[config.mk]
export PLATFORM = sky130hd
export DESIGN_NAME = tce_front
export DESIGN_NICKNAME = d
export VERILOG_FILES = /design/src/hw/rtl/two_level_cache_tag_engine_defines.svh /design/src/hw/rtl/tce_pkg.sv /design/src/hw/rtl/tce_front.sv
export SDC_FILE = /design/constraint.sdc
export NUM_CORES = 1
export LEC_CHECK = 0
export ABC_AREA = 1
export BUFFER_PORTS_ARGS = -buffer_cell sky130_fd_sc_hd__buf_2
export CAP_MARGIN = 10
export CORE_ASPECT_RATIO = 0.5
export CORE_UTILIZATION = 55
export CTS_CLUSTER_SIZE = 28
export DETAILED_ROUTE_END_ITERATION = 8
export PLACE_DENSITY = 0.83
export SETUP_SLACK_MARGIN = 0.1
export SLEW_MARGIN = 20
export SYNTH_ARGS = -nofsm -noshare
export SYNTH_HDL_FRONTEND = slang
export SYNTH_SLANG_ARGS = --single-unit
[constraint.sdc]
create_clock -name clk -period 6.06 [get_ports clk]
set_input_delay 0.909 -clock clk [delete_from_list [all_inputs] [get_ports clk]]
set_output_delay 0.909 -clock clk [all_outputs]
set_load 0.005 [all_outputs]
[src/hw/rtl/two_level_cache_tag_engine_defines.svh]
// Assertion macros for the cache tag engine
`ifndef TWO_LEVEL_CACHE_TAG_ENGINE_DEFINES_SVH
`define TWO_LEVEL_CACHE_TAG_ENGINE_DEFINES_SVH
`ifndef SYNTH
`define TCE_ASSERT(label, clk, rst_n, prop, msg) \
	label: assert property (@(posedge clk) disable iff (!rst_n) prop) else $error(msg);
`define TCE_ASSERT_NEXT(label, clk, rst_n, pre, post, msg) \
	label: assert property (@(posedge clk) disable iff (!rst_n) (pre) |=> (post)) \
		else $error(msg);
`else
`define TCE_ASSERT(label, clk, rst_n, prop, msg)
`define TCE_ASSERT_NEXT(label, clk, rst_n, pre, post, msg)
`endif
`endif

[src/hw/rtl/tce_pkg.sv]
package tce_pkg;
	localparam int L1_SET_BITS_MAX_D = 6;
	localparam int L2_SET_BITS_MAX_D = 8;
	localparam int WAYS_MAX_D = 8;
	localparam int ADDR_BITS_D = 32;
	localparam int BLOCK_BITS_TOP = 8;

	typedef enum logic [1:0] {
		MODE_FETCH  = 2'd0,
		MODE_LOAD   = 2'd1,
		MODE_STORE  = 2'd2,
		MODE_MODIFY = 2'd3
	} mode_t;

	typedef enum logic [2:0] {
		REG_L1_SET_BITS   = 3'd0,
		REG_L1_WAYS       = 3'd1,
		REG_L1_BLOCK_BITS = 3'd2,
		REG_L2_SET_BITS   = 3'd3,
		REG_L2_WAYS       = 3'd4,
		REG_L2_BLOCK_BITS = 3'd5
	} reg_idx_t;

	typedef enum logic [1:0] {
		ST_IDLE,
		ST_READ,
		ST_UPDATE
	} back_state_t;

	// push and full controls of the queue inside the front end
	typedef struct packed {
		logic push;
		logic full;
	} q_ctl_t;
endpackage

[src/hw/rtl/tce_front.sv]
module tce_front
	import tce_pkg::*;
#(
	parameter int ADDR_BITS = ADDR_BITS_D
) (
	input  logic                 clk,
	input  logic                 arst_n,
	input  logic                 start,
	input  logic [1:0]           mode,
	input  logic [31:0]          address,
	input  logic                 pop,
	output logic                 busy,
	output logic                 q_valid,
	output logic [1:0]           q_mode,
	output logic [ADDR_BITS-1:0] q_addr
);
	localparam int DEPTH = 2;
	localparam int AW = (ADDR_BITS < 32) ? ADDR_BITS : 32;

	logic [1:0]           mode_q [DEPTH];
	logic [ADDR_BITS-1:0] addr_q [DEPTH];
	logic                 wp_q, rp_q;
	logic [1:0]           cnt_q;
	q_ctl_t               ctl;
	logic [ADDR_BITS-1:0] addr_in;

	always_comb begin
		addr_in = '0;
		addr_in[AW-1:0] = address[AW-1:0];
	end

	assign ctl.full = (cnt_q == 2'(DEPTH));
	assign ctl.push = start && !busy;
	assign busy     = ctl.full;
	assign q_valid  = (cnt_q != 2'd0);
	assign q_mode   = mode_q[rp_q];
	assign q_addr   = addr_q[rp_q];

	always_ff @(posedge clk) begin
		if (ctl.push) begin
			mode_q[wp_q] <= mode;
			addr_q[wp_q] <= addr_in;
		end
	end

	always_ff @(posedge clk or negedge arst_n) begin
		if (!arst_n) begin
			wp_q  <= 1'b0;
			rp_q  <= 1'b0;
			cnt_q <= 2'd0;
		end else begin
			if (ctl.push) begin
				wp_q <= ~wp_q;
			end
			if (pop) begin
				rp_q <= ~rp_q;
			end
			cnt_q <= cnt_q + 2'(ctl.push) - 2'(pop);
		end
	end
endmodule

==> impl_metrics.toml <==
[clock_network]
cts.path.max_buffers = 2
htree_levels = 3
ctsResizeCount = 0
cts_tree = "done"
cts-root-buf = "clkbuf_8"
cts_sinks = 72
clk_latency_ns = 0.34
clk_pin_slew_ns = 0.08
post_cts_buffers = 0
hold_buffers = 0
cts_inserted_buffers = 9

[setup_path]
cp-end-kind = "output port"
rr_startpoint = "cnt_q[1]"
cp_slowest_stage_delay_ns = 0.87
startpoint_type = "register"
critPathArrivalTime_ns = 1.66
crit_path_max_fanout = 69
crit_required_ns = 5.15
crit_type = "reg -> out"
rr_endpoint = "addr_q[0][22]"
reg2reg_slack_ns = 4.22
slowest_stage = "dfrtp_4"
path_cells = "nand2_1 -> o21ai_0 -> buf_2"
r2r_cells = 4
crit_start = "rp_q"

[routing]
viasPerCell = 4.67
drc = 0
drt.antenna.violating_nets = 0
drt_wl_total_um = 4690
top_layer = "met4"
dr_wl_met3_um = 202
drtIter0Drc = 59
wl_met1_um = 1870
post_drt_wl_per_cell_um = 13.2
wl_met2_um = 2560
dr.pass1.iters = 4
vias = 1654

[floorplanning]
dieArea_um2 = 5360
std_cell_rows = 17
die_h_um = 52.3
initial_core_util = 0.602
io_pins = 74
coreArea_um2 = 4620
die_x_um = 103

[sta]
min_period_ns = 2.57
skew_ns = 0.00668
slew-limit-headroom = 0.347
drv_slew = 0
hold_viol = 0
clock.fmax_mhz = 389
tns_ns = 0
period_share = 0.424
rsz0062_at_grt = "no"
setup_viol = 0
worst-slew-pin-transition_ns = 0.977

[global_routing]
grt_start_max_net_pins = 70
grt_pass1_vias = 1717
grt_remaining_overflow = 0
grt_usage = 0.203
antenna_found_initial = 0
grt_pass1_wl_um = 7550

[pwr]
max-vdd-ir-drop_uv = 232
power.leakage_nw = 1.50
internal_power_mw = 1.11
pwr-share-seq = 0.489
comb_power_share = 0.233
clock_power_share = 0.277
switching_power_uw = 473
cellPowerDensity_nw_per_um2 = 465
p_sw_frac = 0.298

[placement]
gp_congestion = 0.679
hpwl_um = 3100
dp_cells = 338
io_buffers = 73

[synthesis]
syn-num-nets = 246
synth.cell_area_um2 = 2780
yosysWarnings = 0
synthCells = 206
postSynthAreaPerCell_um2 = 13.5
seq_area_frac_synth = 0.770
yosysUniqueCellTypes = 15
ys_ff_latch = 72

[final_layout]
num_antenna_cells = 0
drive_above_1_share = 0.333
nets = 323
fin_cells = 354
syn_to_final_growth_pct = 22.5
utilization = 0.738

[min_path]
min_path_type = "in -> async"

[run]
cap_violations = 0

[status]
status = "finished, final reports clean"
==> Yosys cell counts <==
cell | number | area share
buf_2 | 3 | 0.0054
buf_4 | 1 | 0.0027
buf_6 | 2 | 0.0081
buf_8 | 2 | 0.011
dfrtp_1 | 4 | 0.036
edfxtp_1 | 68 | 0.73
ha_1 | 2 | 0.0090
inv_1 | 42 | 0.057
nand2_1 | 44 | 0.059
nand3_1 | 2 | 0.0036
nor2_1 | 1 | 0.0013
o21ai_0 | 23 | 0.041
o21ai_1 | 5 | 0.0090
o21ai_2 | 6 | 0.019
xor2_1 | 1 | 0.0032
==> layout make-up <==
type                            count  area, um^2
Clock buffer                        9         124
Clock inverter                      7         110
Fill cell                         312        1210
Inverter                           42         158
Multi-Input combinational cell     84         413
Sequential cell                    72        2150
Tap cell                           66        82.6
Timing Repair Buffer               74         373
==> stage by stage <==
stage / area [um^2] / worst slack (ns) / total power, mW / hold WS (ns)
final: 3410 / 3.49 / 1.58 / 0.355
after global routing: 3410 / 3.35 / 1.69 / 0.336
after CTS: 3400 / 3.20 / 1.60 / 0.347
after detailed placement: 3170 / 3.57 / 1.16 / 0.480
after global placement: 3170 / 3.67 / 1.14 / 0.454
after floorplan: 2780 / 3.21 / 1.01 / 0.442
==> layer usage <==
| metal | vias to the layer above | track usage |
|---|---|---|
| met1 | 771 | 0.209 |
| met4 | 0 | 0.0571 |
| met5 | - | 0 |
| met3 | 6 | 0.0920 |
| met2 | 37 | 0.376 |
| li1 | 840 | - |
==> power groups by stage <==
stage,Clock (mW),Combinational (mW),Sequential [mW]
2_1_floorplan,0,0.291,0.715
3_3_place_gp,0,0.362,0.773
3_5_place_dp,0,0.378,0.785
4_1_cts,0.447,0.379,0.774
5_1_grt,0.467,0.428,0.793
6_report,0.440,0.370,0.775
==> logic make-up after synthesis <==
kind of cell	count (synthesis)	share of synthesized area
buf+inv	50	0.0837
flops	72	0.770
xor+xnor	1	0.00315
compound gates	34	0.0693
simple gates	47	0.0644
fa+ha+maj	2	0.00900
==> sequential cells by signal, indices dropped and copies added, names as in the netlist <==
signal and cells:
addr_q 64, mode_q 4, cnt_q 2, rp_q 1, wp_q 1
==> how the worst max path moves through the flow <==
stage / endpoint / slack (ns) / cells after the start
floorplan: addr_q[1][0] / 3.21 / 2
global placement: q_addr[4] / 3.67 / 2
detailed placement: q_addr[26] / 3.57 / 3
CTS: q_addr[26] / 3.20 / 3
global route: q_addr[2] / 3.35 / 3
finish: q_addr[2] / 3.49 / 3
==> cell usage in the layout (no fill, tap or decap), drive strengths merged, types with 2 or more instances in the layout <==
| master | netlist | routed |
|---|---|---|
| buf | 8 | 74 |
| bufinv | 0 | 3 |
| dfrtp | 4 | 4 |
| nand2 | 44 | 44 |
| o21ai | 34 | 34 |
| ha | 2 | 2 |
| edfxtp | 68 | 68 |
| inv | 42 | 42 |
| nand3 | 2 | 2 |
| clkbuf | 0 | 9 |
| clkinv | 0 | 3 |
==> worst max-delay path, delay by kind of cell (launching register included) <==
family | cells | cell delay, ns
buffers and inverters | 1 | 0.15
AO/OA/AOI/OAI | 1 | 0.14
flip-flops | 1 | 0.87
AND/OR/NAND/NOR | 1 | 0.14
No activity file was read; power rests on OpenSTA's default activity.
